$ cat config.mk
export PLATFORM = sky130hd
export DESIGN_NAME = channel_packet_stats_table_flat
export DESIGN_NICKNAME = d
export VERILOG_FILES = /design/src/rtl/cps_pkg.sv /design/src/rtl/cps_ifs.sv /design/src/rtl/cps_cell.sv /design/src/rtl/cps_tap.sv /design/src/rtl/channel_packet_stats_table.sv /design/src/flat_wrapper.sv
export SDC_FILE = /design/constraint.sdc
export NUM_CORES = 2
export LEC_CHECK = 0
export BUFFER_PORTS_ARGS = -buffer_cell sky130_fd_sc_hd__buf_2
export CORE_MARGIN = 10
export CORE_UTILIZATION = 61
export DETAILED_ROUTE_END_ITERATION = 16
export GPL_TIMING_DRIVEN = 0
export MAX_ROUTING_LAYER = met4
export PLACE_DENSITY = 0.78
export RECOVER_POWER = 100
export SKIP_LAST_GASP = 1
export SLEW_MARGIN = 40
export SYNTH_ARGS = -nofsm -noshare
export SYNTH_HDL_FRONTEND = slang
export SYNTH_SLANG_ARGS = --single-unit
$ cat constraint.sdc
create_clock -name clk -period 152.3 [get_ports clk]
set_input_delay 7.615 -clock clk [delete_from_list [all_inputs] [get_ports clk]]
set_output_delay 7.615 -clock clk [all_outputs]
set_load 0.02 [all_outputs]
$ cat src/rtl/cps_pkg.sv
// Shared types for the channel packet statistics table.
// Holds the request opcode, the record layout, the result layout and the
// control bundle that the top level hands to the update unit. No dependencies.
package cps_pkg;

  // Request opcodes.
  typedef enum logic [1:0] {
    OP_RX     = 2'd0,
    OP_TX     = 2'd1,
    OP_REPORT = 2'd2,
    OP_NONE   = 2'd3
  } op_t;

  // Sequencer states.
  typedef enum logic {
    ST_IDLE,
    ST_RUN
  } state_t;

  // One per-channel record as it travels along the row of cells.
  typedef struct packed {
    logic [15:0] key;
    logic [31:0] rx_packets;
    logic [31:0] rx_tx_sum;
    logic [31:0] rx_listen_sum;
    logic [31:0] tx_packets;
    logic [31:0] tx_tx_sum;
    logic [31:0] tx_listen_sum;
    logic [31:0] snap_rx_tx;
    logic [31:0] snap_rx_listen;
    logic [31:0] snap_tx_tx;
    logic [31:0] snap_tx_listen;
  } rec_t;

  // One reported record.
  typedef struct packed {
    logic [15:0] rec_channel;
    logic [31:0] in_count;
    logic [31:0] in_tx_total;
    logic [31:0] in_listen_total;
    logic [31:0] in_tx_delta;
    logic [31:0] in_listen_delta;
    logic [31:0] out_count;
    logic [31:0] out_tx_total;
    logic [31:0] out_listen_total;
    logic [31:0] out_tx_delta;
    logic [31:0] out_listen_delta;
    logic        last;
  } res_t;

  // Control from the sequencer to the update unit for the record at the tap.
  typedef struct packed {
    op_t         op;
    logic [15:0] channel;
    logic [15:0] tx_time;
    logic [15:0] listen_time;
    logic        searching;  // no record has matched this request yet
    logic        in_use;     // the tap record is one of the live records
    logic        at_end;     // the tap is at the first free slot
    logic        room;       // the table still has a free slot
    logic        is_last;    // the tap record is the final live record
  } ctl_t;

  // Status back from the update unit.
  typedef struct packed {
    logic hit;    // existing record matched and updated
    logic alloc;  // new record created at the tap
    logic emit;   // tap record is reported this step
  } sts_t;

endpackage

$ cat src/rtl/cps_ifs.sv
// Handshake channels of the channel packet statistics table.
// cps_req_if carries packet events and report requests, cps_res_if the
// reported records. Depends on nothing.
interface cps_req_if;
  logic        valid;
  logic        ready;
  logic [1:0]  op;
  logic [15:0] channel;
  logic [15:0] tx_time;
  logic [15:0] listen_time;

  modport source (output valid, output op, output channel, output tx_time,
                  output listen_time, input ready);
  modport sink (input valid, input op, input channel, input tx_time,
                input listen_time, output ready);
endinterface

interface cps_res_if;
  logic        valid;
  logic        ready;
  logic [15:0] rec_channel;
  logic [31:0] in_count;
  logic [31:0] in_tx_total;
  logic [31:0] in_listen_total;
  logic [31:0] in_tx_delta;
  logic [31:0] in_listen_delta;
  logic [31:0] out_count;
  logic [31:0] out_tx_total;
  logic [31:0] out_listen_total;
  logic [31:0] out_tx_delta;
  logic [31:0] out_listen_delta;
  logic        last;

  modport source (output valid, output rec_channel, output in_count,
                  output in_tx_total, output in_listen_total, output in_tx_delta,
                  output in_listen_delta, output out_count, output out_tx_total,
                  output out_listen_total, output out_tx_delta,
                  output out_listen_delta, output last, input ready);
  modport sink (input valid, input rec_channel, input in_count,
                input in_tx_total, input in_listen_total, input in_tx_delta,
                input in_listen_delta, input out_count, input out_tx_total,
                input out_listen_total, input out_tx_delta,
                input out_listen_delta, input last, output ready);
endinterface

$ cat src/rtl/cps_cell.sv
// One storage cell of the record ring: holds a record and takes its
// neighbor's record on every shift. Depends on cps_pkg.
module cps_cell (
  input  logic          clk,
  input  logic          shift,
  input  cps_pkg::rec_t rec_in,
  output cps_pkg::rec_t rec_out
);

  cps_pkg::rec_t rec;

  // Payload register, no reset: a slot is zeroed when it is allocated.
  always_ff @(posedge clk) begin
    if (shift) begin
      rec <= rec_in;
    end
  end

  assign rec_out = rec;

endmodule

$ cat src/rtl/cps_tap.sv
// Update unit at the wrap point of the record ring: matches, allocates,
// accumulates and reports the record passing by. Depends on cps_pkg.
module cps_tap (
  input  cps_pkg::ctl_t rec_ctl,
  input  cps_pkg::rec_t rec_in,
  output cps_pkg::rec_t rec_out,
  output cps_pkg::res_t res,
  output cps_pkg::sts_t sts
);

  logic          is_pkt;
  logic          match;
  logic          alloc;
  cps_pkg::rec_t base;
  logic [31:0]   tx_ext;
  logic [31:0]   ls_ext;

  assign is_pkt = (rec_ctl.op == cps_pkg::OP_RX) || (rec_ctl.op == cps_pkg::OP_TX);
  assign match  = is_pkt && rec_ctl.searching && rec_ctl.in_use &&
                  (rec_in.key == rec_ctl.channel);
  assign alloc  = is_pkt && rec_ctl.searching && rec_ctl.at_end && rec_ctl.room;
  assign tx_ext = {16'd0, rec_ctl.tx_time};
  assign ls_ext = {16'd0, rec_ctl.listen_time};

  // Record after this step: fresh zeroed record on allocation, sums on a hit or an allocation, snapshots on a report.
  always_comb begin
    base = rec_in;
    if (alloc) begin
      base     = '0;
      base.key = rec_ctl.channel;
    end
    rec_out = base;
    if (match || alloc) begin
      if (rec_ctl.op == cps_pkg::OP_TX) begin
        rec_out.tx_packets    = base.tx_packets + 32'd1;
        rec_out.tx_tx_sum     = base.tx_tx_sum + tx_ext;
        rec_out.tx_listen_sum = base.tx_listen_sum + ls_ext;
      end else begin
        rec_out.rx_packets    = base.rx_packets + 32'd1;
        rec_out.rx_tx_sum     = base.rx_tx_sum + tx_ext;
        rec_out.rx_listen_sum = base.rx_listen_sum + ls_ext;
      end
    end
    if (sts.emit) begin
      rec_out.snap_rx_tx     = rec_in.rx_tx_sum;
      rec_out.snap_rx_listen = rec_in.rx_listen_sum;
      rec_out.snap_tx_tx     = rec_in.tx_tx_sum;
      rec_out.snap_tx_listen = rec_in.tx_listen_sum;
    end
  end

  // Report fields of the record passing by.
  always_comb begin
    res.rec_channel      = rec_in.key;
    res.in_count         = rec_in.rx_packets;
    res.in_tx_total      = rec_in.rx_tx_sum;
    res.in_listen_total  = rec_in.rx_listen_sum;
    res.in_tx_delta      = rec_in.rx_tx_sum - rec_in.snap_rx_tx;
    res.in_listen_delta  = rec_in.rx_listen_sum - rec_in.snap_rx_listen;
    res.out_count        = rec_in.tx_packets;
    res.out_tx_total     = rec_in.tx_tx_sum;
    res.out_listen_total = rec_in.tx_listen_sum;
    res.out_tx_delta     = rec_in.tx_tx_sum - rec_in.snap_tx_tx;
    res.out_listen_delta = rec_in.tx_listen_sum - rec_in.snap_tx_listen;
    res.last             = rec_ctl.is_last;
  end

  assign sts.hit   = match;
  assign sts.alloc = alloc;
  assign sts.emit  = (rec_ctl.op == cps_pkg::OP_REPORT) && rec_ctl.in_use;

endmodule

$ cat src/rtl/channel_packet_stats_table.sv
// Top level of the channel packet statistics table: a ring of record cells,
// the update unit at its wrap point, the sequencer and the result register.
// Depends on cps_pkg, cps_ifs, cps_cell and cps_tap.
//
//   port   direction  content
//   req    in         op, channel, tx_time, listen_time
//   res    out        one reported record with totals, deltas and last
//
// Every request rotates the ring once: MAX_ENTRIES shift steps after the accept.
// A report step stalls while the result register holds a record not taken.
// Records leave the ring in insertion order; a new request is taken only
// after the rotation ends. Reset clears the record count and the sequencer.
module channel_packet_stats_table #(
  parameter int MAX_ENTRIES = 16
) (
  input  logic clk,
  input  logic rst,
  cps_req_if.sink   req,
  cps_res_if.source res
);

  localparam int CW = $clog2(MAX_ENTRIES + 1);
  localparam int SW = (MAX_ENTRIES > 1) ? $clog2(MAX_ENTRIES) : 1;

  cps_pkg::state_t state, state_next;
  logic [CW-1:0]   entry_count;
  logic [SW-1:0]   step;
  logic            matched;
  cps_pkg::ctl_t   cmd;
  cps_pkg::ctl_t   rec_ctl;
  cps_pkg::rec_t   ring [MAX_ENTRIES];
  cps_pkg::rec_t   tap_out;
  cps_pkg::res_t   tap_res;
  cps_pkg::sts_t   tap_sts;
  cps_pkg::res_t   res_data;
  logic            res_valid;
  logic            accept;
  logic            advance;
  logic            last_step;
  logic [CW-1:0]   step_ext;

  assign accept    = req.valid && req.ready;
  assign step_ext  = CW'(step);
  assign last_step = (step == SW'(MAX_ENTRIES - 1));
  // A step moves the ring unless it must report into a full result register.
  assign advance   = (state == cps_pkg::ST_RUN) &&
                     (!tap_sts.emit || !res_valid || res.ready);

  // Control for the record now at the tap.
  always_comb begin
    rec_ctl           = cmd;
    rec_ctl.searching = !matched;
    rec_ctl.in_use    = step_ext < entry_count;
    rec_ctl.at_end    = step_ext == entry_count;
    rec_ctl.room      = entry_count < CW'(MAX_ENTRIES);
    rec_ctl.is_last   = step_ext == (entry_count - 1'b1);
  end

  // Row of cells; cell 0 is the tap and wraps to the far end.
  for (genvar i = 0; i < MAX_ENTRIES; i++) begin : g_cell
    cps_pkg::rec_t nbr;
    if (i == MAX_ENTRIES - 1) begin : g_wrap
      assign nbr = tap_out;
    end else begin : g_link
      assign nbr = ring[i+1];
    end
    cps_cell u_cell (
      .clk     (clk),
      .shift   (advance),
      .rec_in  (nbr),
      .rec_out (ring[i])
    );
  end

  cps_tap u_tap (
    .rec_ctl (rec_ctl),
    .rec_in  (ring[0]),
    .rec_out (tap_out),
    .res     (tap_res),
    .sts     (tap_sts)
  );

  // Next state.
  always_comb begin
    state_next = state;
    unique case (state)
      cps_pkg::ST_IDLE: begin
        if (accept) begin
          state_next = cps_pkg::ST_RUN;
        end
      end
      cps_pkg::ST_RUN: begin
        if (advance && last_step) begin
          state_next = cps_pkg::ST_IDLE;
        end
      end
      default: state_next = cps_pkg::ST_IDLE;
    endcase
  end

  // Outputs of the sequencer.
  always_comb begin
    req.ready = 1'b0;
    unique case (state)
      cps_pkg::ST_IDLE: req.ready = 1'b1;
      cps_pkg::ST_RUN:  req.ready = 1'b0;
      default:          req.ready = 1'b0;
    endcase
  end

  // Sequencer, step counter, match flag and record count.
  always_ff @(posedge clk) begin
    if (rst) begin
      state       <= cps_pkg::ST_IDLE;
      step        <= '0;
      matched     <= 1'b0;
      entry_count <= '0;
    end else begin
      state <= state_next;
      if (accept) begin
        step    <= '0;
        matched <= 1'b0;
      end else if (advance) begin
        step <= last_step ? '0 : step + 1'b1;
        if (tap_sts.hit || tap_sts.alloc) begin
          matched <= 1'b1;
        end
        if (tap_sts.alloc) begin
          entry_count <= entry_count + 1'b1;
        end
      end
    end
  end

  // Request fields held for the whole rotation.
  always_ff @(posedge clk) begin
    if (accept) begin
      cmd <= '{op: cps_pkg::op_t'(req.op), channel: req.channel,
               tx_time: req.tx_time, listen_time: req.listen_time, default: 1'b0};
    end
  end

  // Result register.
  always_ff @(posedge clk) begin
    if (rst) begin
      res_valid <= 1'b0;
    end else if (advance && tap_sts.emit) begin
      res_valid <= 1'b1;
    end else if (res.ready) begin
      res_valid <= 1'b0;
    end
  end

  always_ff @(posedge clk) begin
    if (advance && tap_sts.emit) begin
      res_data <= tap_res;
    end
  end

  assign res.valid            = res_valid;
  assign res.rec_channel      = res_data.rec_channel;
  assign res.in_count         = res_data.in_count;
  assign res.in_tx_total      = res_data.in_tx_total;
  assign res.in_listen_total  = res_data.in_listen_total;
  assign res.in_tx_delta      = res_data.in_tx_delta;
  assign res.in_listen_delta  = res_data.in_listen_delta;
  assign res.out_count        = res_data.out_count;
  assign res.out_tx_total     = res_data.out_tx_total;
  assign res.out_listen_total = res_data.out_listen_total;
  assign res.out_tx_delta     = res_data.out_tx_delta;
  assign res.out_listen_delta = res_data.out_listen_delta;
  assign res.last             = res_data.last;

  // The record count never passes the table size.
  a_count_bound: assert property (@(posedge clk) disable iff (rst)
    entry_count <= CW'(MAX_ENTRIES))
    else $error("record count beyond table size");

  // An allocation grows the table by exactly one record.
  a_alloc_grows: assert property (@(posedge clk) disable iff (rst)
    advance && tap_sts.alloc |=> entry_count == $past(entry_count) + 1'b1)
    else $error("allocation did not grow the table");

  // A request never both matches and allocates.
  a_hit_alloc: assert property (@(posedge clk) disable iff (rst)
    !(tap_sts.hit && tap_sts.alloc))
    else $error("match and allocation at once");

  // One rotation finishes back in idle with the step counter rewound.
  a_rotation_end: assert property (@(posedge clk) disable iff (rst)
    advance && last_step |=> state == cps_pkg::ST_IDLE && step == '0)
    else $error("rotation did not end cleanly");

  // A pending result is never overwritten by the next report step.
  a_no_overwrite: assert property (@(posedge clk) disable iff (rst)
    res_valid && !res.ready |-> !(advance && tap_sts.emit))
    else $error("result overwritten before it was taken");

endmodule

$ cat src/flat_wrapper.sv
// flat-port wrapper written by rule: the top's interface ports become plain ports
module channel_packet_stats_table_flat 
#(
  parameter int MAX_ENTRIES = 16
)
  (clk, rst, req_valid, req_op, req_channel, req_tx_time, req_listen_time, req_ready, res_valid, res_rec_channel, res_in_count, res_in_tx_total, res_in_listen_total, res_in_tx_delta, res_in_listen_delta, res_out_count, res_out_tx_total, res_out_listen_total, res_out_tx_delta, res_out_listen_delta, res_last, res_ready);
  cps_req_if req_i ();
  cps_res_if res_i ();
  input  logic clk;
  input  logic rst;
  input wire logic [$bits(req_i.valid)-1:0] req_valid;
  input wire logic [$bits(req_i.op)-1:0] req_op;
  input wire logic [$bits(req_i.channel)-1:0] req_channel;
  input wire logic [$bits(req_i.tx_time)-1:0] req_tx_time;
  input wire logic [$bits(req_i.listen_time)-1:0] req_listen_time;
  output wire logic [$bits(req_i.ready)-1:0] req_ready;
  output wire logic [$bits(res_i.valid)-1:0] res_valid;
  output wire logic [$bits(res_i.rec_channel)-1:0] res_rec_channel;
  output wire logic [$bits(res_i.in_count)-1:0] res_in_count;
  output wire logic [$bits(res_i.in_tx_total)-1:0] res_in_tx_total;
  output wire logic [$bits(res_i.in_listen_total)-1:0] res_in_listen_total;
  output wire logic [$bits(res_i.in_tx_delta)-1:0] res_in_tx_delta;
  output wire logic [$bits(res_i.in_listen_delta)-1:0] res_in_listen_delta;
  output wire logic [$bits(res_i.out_count)-1:0] res_out_count;
  output wire logic [$bits(res_i.out_tx_total)-1:0] res_out_tx_total;
  output wire logic [$bits(res_i.out_listen_total)-1:0] res_out_listen_total;
  output wire logic [$bits(res_i.out_tx_delta)-1:0] res_out_tx_delta;
  output wire logic [$bits(res_i.out_listen_delta)-1:0] res_out_listen_delta;
  output wire logic [$bits(res_i.last)-1:0] res_last;
  input wire logic [$bits(res_i.ready)-1:0] res_ready;
  assign req_i.valid = req_valid;
  assign req_i.op = req_op;
  assign req_i.channel = req_channel;
  assign req_i.tx_time = req_tx_time;
  assign req_i.listen_time = req_listen_time;
  assign req_ready = req_i.ready;
  assign res_valid = res_i.valid;
  assign res_rec_channel = res_i.rec_channel;
  assign res_in_count = res_i.in_count;
  assign res_in_tx_total = res_i.in_tx_total;
  assign res_in_listen_total = res_i.in_listen_total;
  assign res_in_tx_delta = res_i.in_tx_delta;
  assign res_in_listen_delta = res_i.in_listen_delta;
  assign res_out_count = res_i.out_count;
  assign res_out_tx_total = res_i.out_tx_total;
  assign res_out_listen_total = res_i.out_listen_total;
  assign res_out_tx_delta = res_i.out_tx_delta;
  assign res_out_listen_delta = res_i.out_listen_delta;
  assign res_last = res_i.last;
  assign res_i.ready = res_ready;
  channel_packet_stats_table #(.MAX_ENTRIES(MAX_ENTRIES)) u_core (.clk(clk), .rst(rst), .req(req_i), .res(res_i));
endmodule
Word level (Yosys, flattened, before mapping) --
Index checks and enable logic that the tools add are counted.
Cells by class: equality and inequality tests 6, reduce and logical (&&, ||, !) cells 22, order comparisons 2, bitwise logic cells 2, mux-type cells 12, add/sub/neg operators 13
Operator list (number):
- 2-to-1 mux 336 bit | 1
- 2-to-1 mux 192 bit | 1
- 2-to-1 mux 96 bit | 2
- adder 32 x 16 -> 32 bit | 4
- 2-to-1 mux 128 bit | 1
- subtractor 32 bit | 4
- adder 32 x 1 -> 32 bit, second input constant | 2
- equality test 16 bit | 1
- equality test 4 x 5 -> 1 bit | 2
- logical AND 1 bit | 10
- adder 5 x 1 -> 5 bit, second input constant | 1
- less-than comparator 4 x 5 -> 1 bit | 1
- less-than comparator 5 bit, second input constant | 1
- subtractor 5 x 1 -> 5 bit, second input constant | 1
- adder 4 x 1 -> 4 bit, second input constant | 1
- equality test 4 bit, second input constant | 1
- logical OR 1 bit | 4
- 2-to-1 mux 1 bit | 4
- 2-to-1 mux 4 bit | 1
- case mux 1 bit (2 select lines) | 2
- logical NOT 1 bit | 3
- AND reduction 3 bit | 1
- equality test 2 x 1 -> 1 bit, second input constant | 1
- equality test 2 bit, second input constant | 1
- other kinds (5) | 6
Storage, ports and cells: input bits 54, output and inout port bits 339, flip-flop bits (word level) 5775, logic and storage cells 254

Logic depth before layout (Yosys ltp) --
depth after elaboration 9, gate-level depth with buffers 19, mapped depth without buffers 17

Cells and area by module --
A second synthesis with hierarchy kept.
Unflattened totals: cell total of the unflattened synthesis 8504, area total of the unflattened synthesis 191159.6 um^2
By module, submodules not included:
- cps_cell | sequential area each 10089.7 um^2, area each 10089.7 um^2, times used 16, cells an instance 336
- cps_tap | sequential area each 0.0 um^2, area each 17302.8 um^2, times used 1, cells an instance 2642
- channel_packet_stats_table | sequential area each 11861.4 um^2, area each 12421.9 um^2, times used 1, cells an instance 486

Least setup slack after synthesis --
Ideal clock, no wire load.
kind input port to flip-flop, start input res_ready, end register u_core.step[0], path slack 32.276 ns, path buffers 0, library setup time 0.429 ns, cell stages on the path 6, arrival 119.595 ns, required time 151.871 ns, path through nand2b_1 o21ai_0 inv_1 nand4_1 nand2b_1 nor2_1
On the way: word-level cells in the longest chain between the ends 2
Ends and longest elaborated chain:
- start, declared | line flat_wrapper.sv:30 | input wire logic [$bits(res_i.ready)-1:0] res_ready;
- logical OR 1 bit | line channel_packet_stats_table.sv:47 | (!tap_sts.emit || !res_valid || res.ready);
- logical AND 1 bit | line channel_packet_stats_table.sv:46 | assign advance = (state == cps_pkg::ST_RUN) &&
- via u_core.advance | line channel_packet_stats_table.sv:38 | logic advance;
- end signal, assigned | line channel_packet_stats_table.sv:124 | step <= last_step ? '0 : step + 1'b1;
- end, declared | line channel_packet_stats_table.sv:27 | logic [SW-1:0] step;
The timed path passes the listed nets, and every way through them passes these cells. A chain may end at the register's enable or synchronous reset.

Worst setup path in the final report --
start input res_ready, end register u_core.g_cell[13].u_cell.rec (netlist bit u_core.g_cell[13].u_cell.rec_out[212]) (enable)
On the way: word-level cells in the longest chain between the ends 2
Ends and longest elaborated chain:
- logical OR 1 bit | line channel_packet_stats_table.sv:47
- logical AND 1 bit | line channel_packet_stats_table.sv:46
- via u_core.advance | line channel_packet_stats_table.sv:38
- end signal, assigned | line cps_cell.sv:15 | rec <= rec_in;
- end, declared | line cps_cell.sv:10 | cps_pkg::rec_t rec;
The timed path passes the listed nets, and every way through them passes these cells.

==> out/qor.csv <==
stage;metric;value;unit
outcome;status;finished with violations;
outcome;failing checks;max-capacitance violations, max-slew violations;
synthesis;Post-synth EDFFs;5763;
synthesis;distinct cell type count after synthesis;70;
floorplan;CORE AREA;308800;um^2
routing;Routed Antenna Nets;0;
timing;Max-slew headroom;-219.7;%
setup_path;WP data required;152.79;ns
grt;Global Route Usage Sum;22.78;%
timing;Slew Viols, Final;5559;
routing;1st-pass router iterations;8;
finish;fin nets;9618;
floorplan;site row count;204;
finish;fillers;17720;
grt;GRT met1 Usage;31.58;%
finish;most frequent cells in the layout;edfxtp_1 (5,763), clkbuf_1 (624), clkbuf_16 (552);
grt;largest net degree at the start of global routing;97;
clock_tree;clk_lat worst skew;1.04;ns
power;VDD IR-drop max;0.01711;mV
placement;Buffers on Ports;391;
clock_tree;clock buffer depth;4;
floorplan;Die Ht;576.8;um
clock_tree;CTS tree;done;
synthesis;Synth top area share;91.51;%
timing;Finish-stage setup viols;0;
timing;TNS Setup;0;ns
hold_path;Hold WC Path Type;flop to flop;
timing;worst-margin pin slew;4.795;ns
timing;Fmax;0.02576;GHz
synthesis;Seq/Total Area, Yosys;91.64;%
timing;Final Skew;0.09802;ns
timing;final period utilization;25.49;%
grt;GRT Max-Usage Layer;met2;
grt;M2 GR Usage;33.43;%
finish;Reg area;173300;um^2
synthesis;Area contributors post-synth;edfxtp_1 (92%), ha_1 (1.3%), nand2_1 (0.76%);
finish;commonest non-fill, non-tap cell in the layout;edfxtp_1;
routing;DRC Markers;0;
timing;RSZ-0062 raised after global routing;no;
setup_path;kind of critical path;input pin to flop;
floorplan;Die Footprint;332700;um^2
grt;grt ovf;0;
routing;final wirelength;374000;um
clock_tree;Worst-path clk slew;0.07;ns
synthesis;Syn Inst Count;8313;
finish;share of layout cells above drive strength 1;8.740;%
floorplan;Die Width;576.8;um
clock_tree;Clock Root Buffer;clkbuf_16;
power;P_leak;70.80;nW
grt;vias in the first global route;80620;
clock_tree;CTS Sinks;5775;
grt;met3 GRT Util;3.937;%
synthesis;asr flop ratio synth;0;%
timing;Final Hold Viols;0;
floorplan;Initial Utilization;61.23;%
clock_tree;PostCTS Resize Cnt;0;
finish;Multi-input gate area;14640;um^2
synthesis;register bit total from synthesis;5775;
setup_path;peak fanout along the critical path;94;
floorplan;Top Ports;393;
clock_tree;CTS Buf Count;548;
placement;Final Wtd Congestion;0.9123;
finish;Area Overhead vs Synth;13.26;%
routing;vias per cell;5.813;
routing;routed length per placed instance;26.83;um
setup_path;CP Launch Type;input pin;
synthesis;average cell area after synthesis;22.75;um^2
placement;Post-DP HPWL;211500;um
routing;Via Count;81060;
clock_tree;hold_buf cts;0;
clock_tree;Post-CTS Setup Bufs;0;
synthesis;synth warn;0;
routing;Initial DRC Count;9727;
setup_path;Arr. time, crit path;39.31;ns
flow_run;Max Cap Viol;73;
synthesis;Yosys top cell by area;edfxtp_1;
synthesis;Mapped Area;189100;um^2
synthesis;net count after synthesis;8572;
placement;Place WS;138.99;ns
grt;initial antenna violation count;46;
grt;first-pass GRT wire length;539200;um
timing;Period minus WS final;38.82;ns
timing;setup ws final;113.48;ns
synthesis;Main synth FF type;edfxtp_1;
setup_path;CP Capture Type;flop;
power;P per Cell Area;15.93;nW/um^2
clock_tree;H-tree lvl count;6;
[where the power goes]
part | leakage, nW | internal [mW] | switching (mW)
logic | 7.95 | 0.0328 | 0.109
clock network | 8.54 | 0.742 | 0.600
registers | 54.3 | 1.89 | 0.0417
[stage by stage]
step | hold WS, ns | std cells | area, um^2 | utilization [%] | power [mW]
after floorplan | 0.4003 | 8313 | 189100 | - | 2.529
after global placement | 0.4001 | 12820 | 196200 | 63.53 | 2.718
after detailed placement | 0.4045 | 12930 | 199000 | 64.44 | 2.089
after CTS | 0.3762 | 13910 | 216700 | 70.17 | 3.438
after global routing | 0.3857 | 13930 | 214100 | 69.34 | 3.515
final | 0.3709 | 13940 | 214200 | 69.35 | 3.412
[layout make-up]
cell class	count	area share [%]
Timing Repair Buffer	496	0.9902
Buffer	105	0.1986
Antenna cell	29	0.03388
Clock inverter	327	1.632
Multi-Input combinational cell	2236	6.837
Clock buffer	658	6.644
Inverter	197	0.3458
Tap cell	4120	2.407
Sequential cell	5775	80.91
[layer usage]
layer  up-vias  part of all wire [%]  wire [um]
li1      34840                     -          -
met1     41310                    41     151700
met2      3909                    46     173100
met3       999                   7.2      26940
met4         0                   6.0      22360
met5         -                     0          0
[worst paths after layout]
| path | start | end | slack (ns) | cells after the start |
|---|---|---|---|---|
| worst max-delay path | res_ready | u_core.g_cell[13].u_cell.rec_out[212]$_DFFE_PP_ | 113.48 | 14 |
| worst min-delay path | u_core.g_cell[7].u_cell.rec_out[246]$_DFFE_PP_ | u_core.g_cell[6].u_cell.rec_out[246]$_DFFE_PP_ | 0.37 | 0 |
| worst max register to register | u_core.entry_count[2]$_SDFFE_PP0P_ | u_core.g_cell[13].u_cell.rec_out[212]$_DFFE_PP_ | 118.64 | 18 |
| worst min register to register | u_core.g_cell[7].u_cell.rec_out[246]$_DFFE_PP_ | u_core.g_cell[6].u_cell.rec_out[246]$_DFFE_PP_ | 0.37 | 0 |
[cell families after synthesis]
| logic type | count (synthesis) | synth area share, % |
|---|---|---|
| compound gates | 725 | 2.436 |
| xor+xnor | 277 | 1.283 |
| fa+ha+maj | 205 | 1.388 |
| buf+inv | 302 | 0.5995 |
| flops | 5775 | 91.64 |
| mux | 20 | 0.1138 |
| simple gates | 1009 | 2.537 |
[sequential cells by signal, indices dropped and copies added, names as in the netlist, 4 cells and up]
signal and flops:
u_core.res.in_tx_delta 32, u_core.res.out_listen_delta 32, u_core.res.rec_channel 16, u_core.cmd 50, u_core.res.in_count 32, u_core.res.out_listen_total 32, u_core.res.out_tx_total 32, u_core.entry_count 5
u_core.res.in_tx_total 32, u_core.res.out_tx_delta 32, u_core.g_cell.u_cell.rec_out 5376, u_core.res.in_listen_delta 32, u_core.step 4, u_core.res.in_listen_total 32, u_core.res.out_count 32
[synth_stat cells, types with 13 or more instances]
cell and count:
o31ai_1 126, nor3_1 33, nand3_1 79, inv_1 197
a21o_1 77, ha_1 197, o21ai_0 179, and2_1 72
a211oi_1 16, nand4_1 48, nor2_1 215, edfxtp_1 5763
o21bai_1 14, o21a_1 27, clkbuf_1 95, and3_1 32
xnor2_1 158, xor2_1 119, or3_1 34, o211ai_1 18
a31oi_1 13, nand2_1 383, a21oi_1 185, nand2b_1 26
nor2b_1 22
[critical path, stage by stage]
cell,delay [ns]
buf_2,0.08
nand2b_1,0.30
o21ai_0,0.34
clkinvlp_2,1.69
clkbuf_1,2.86
clkbuf_1,2.51
clkbuf_1,2.89
clkbuf_1,3.17
clkbuf_1,3.10
clkbuf_1,2.99
clkbuf_1,2.33
clkbuf_1,2.36
clkbuf_1,3.31
clkbuf_1,3.39
No activity file was read; power rests on OpenSTA's default activity.
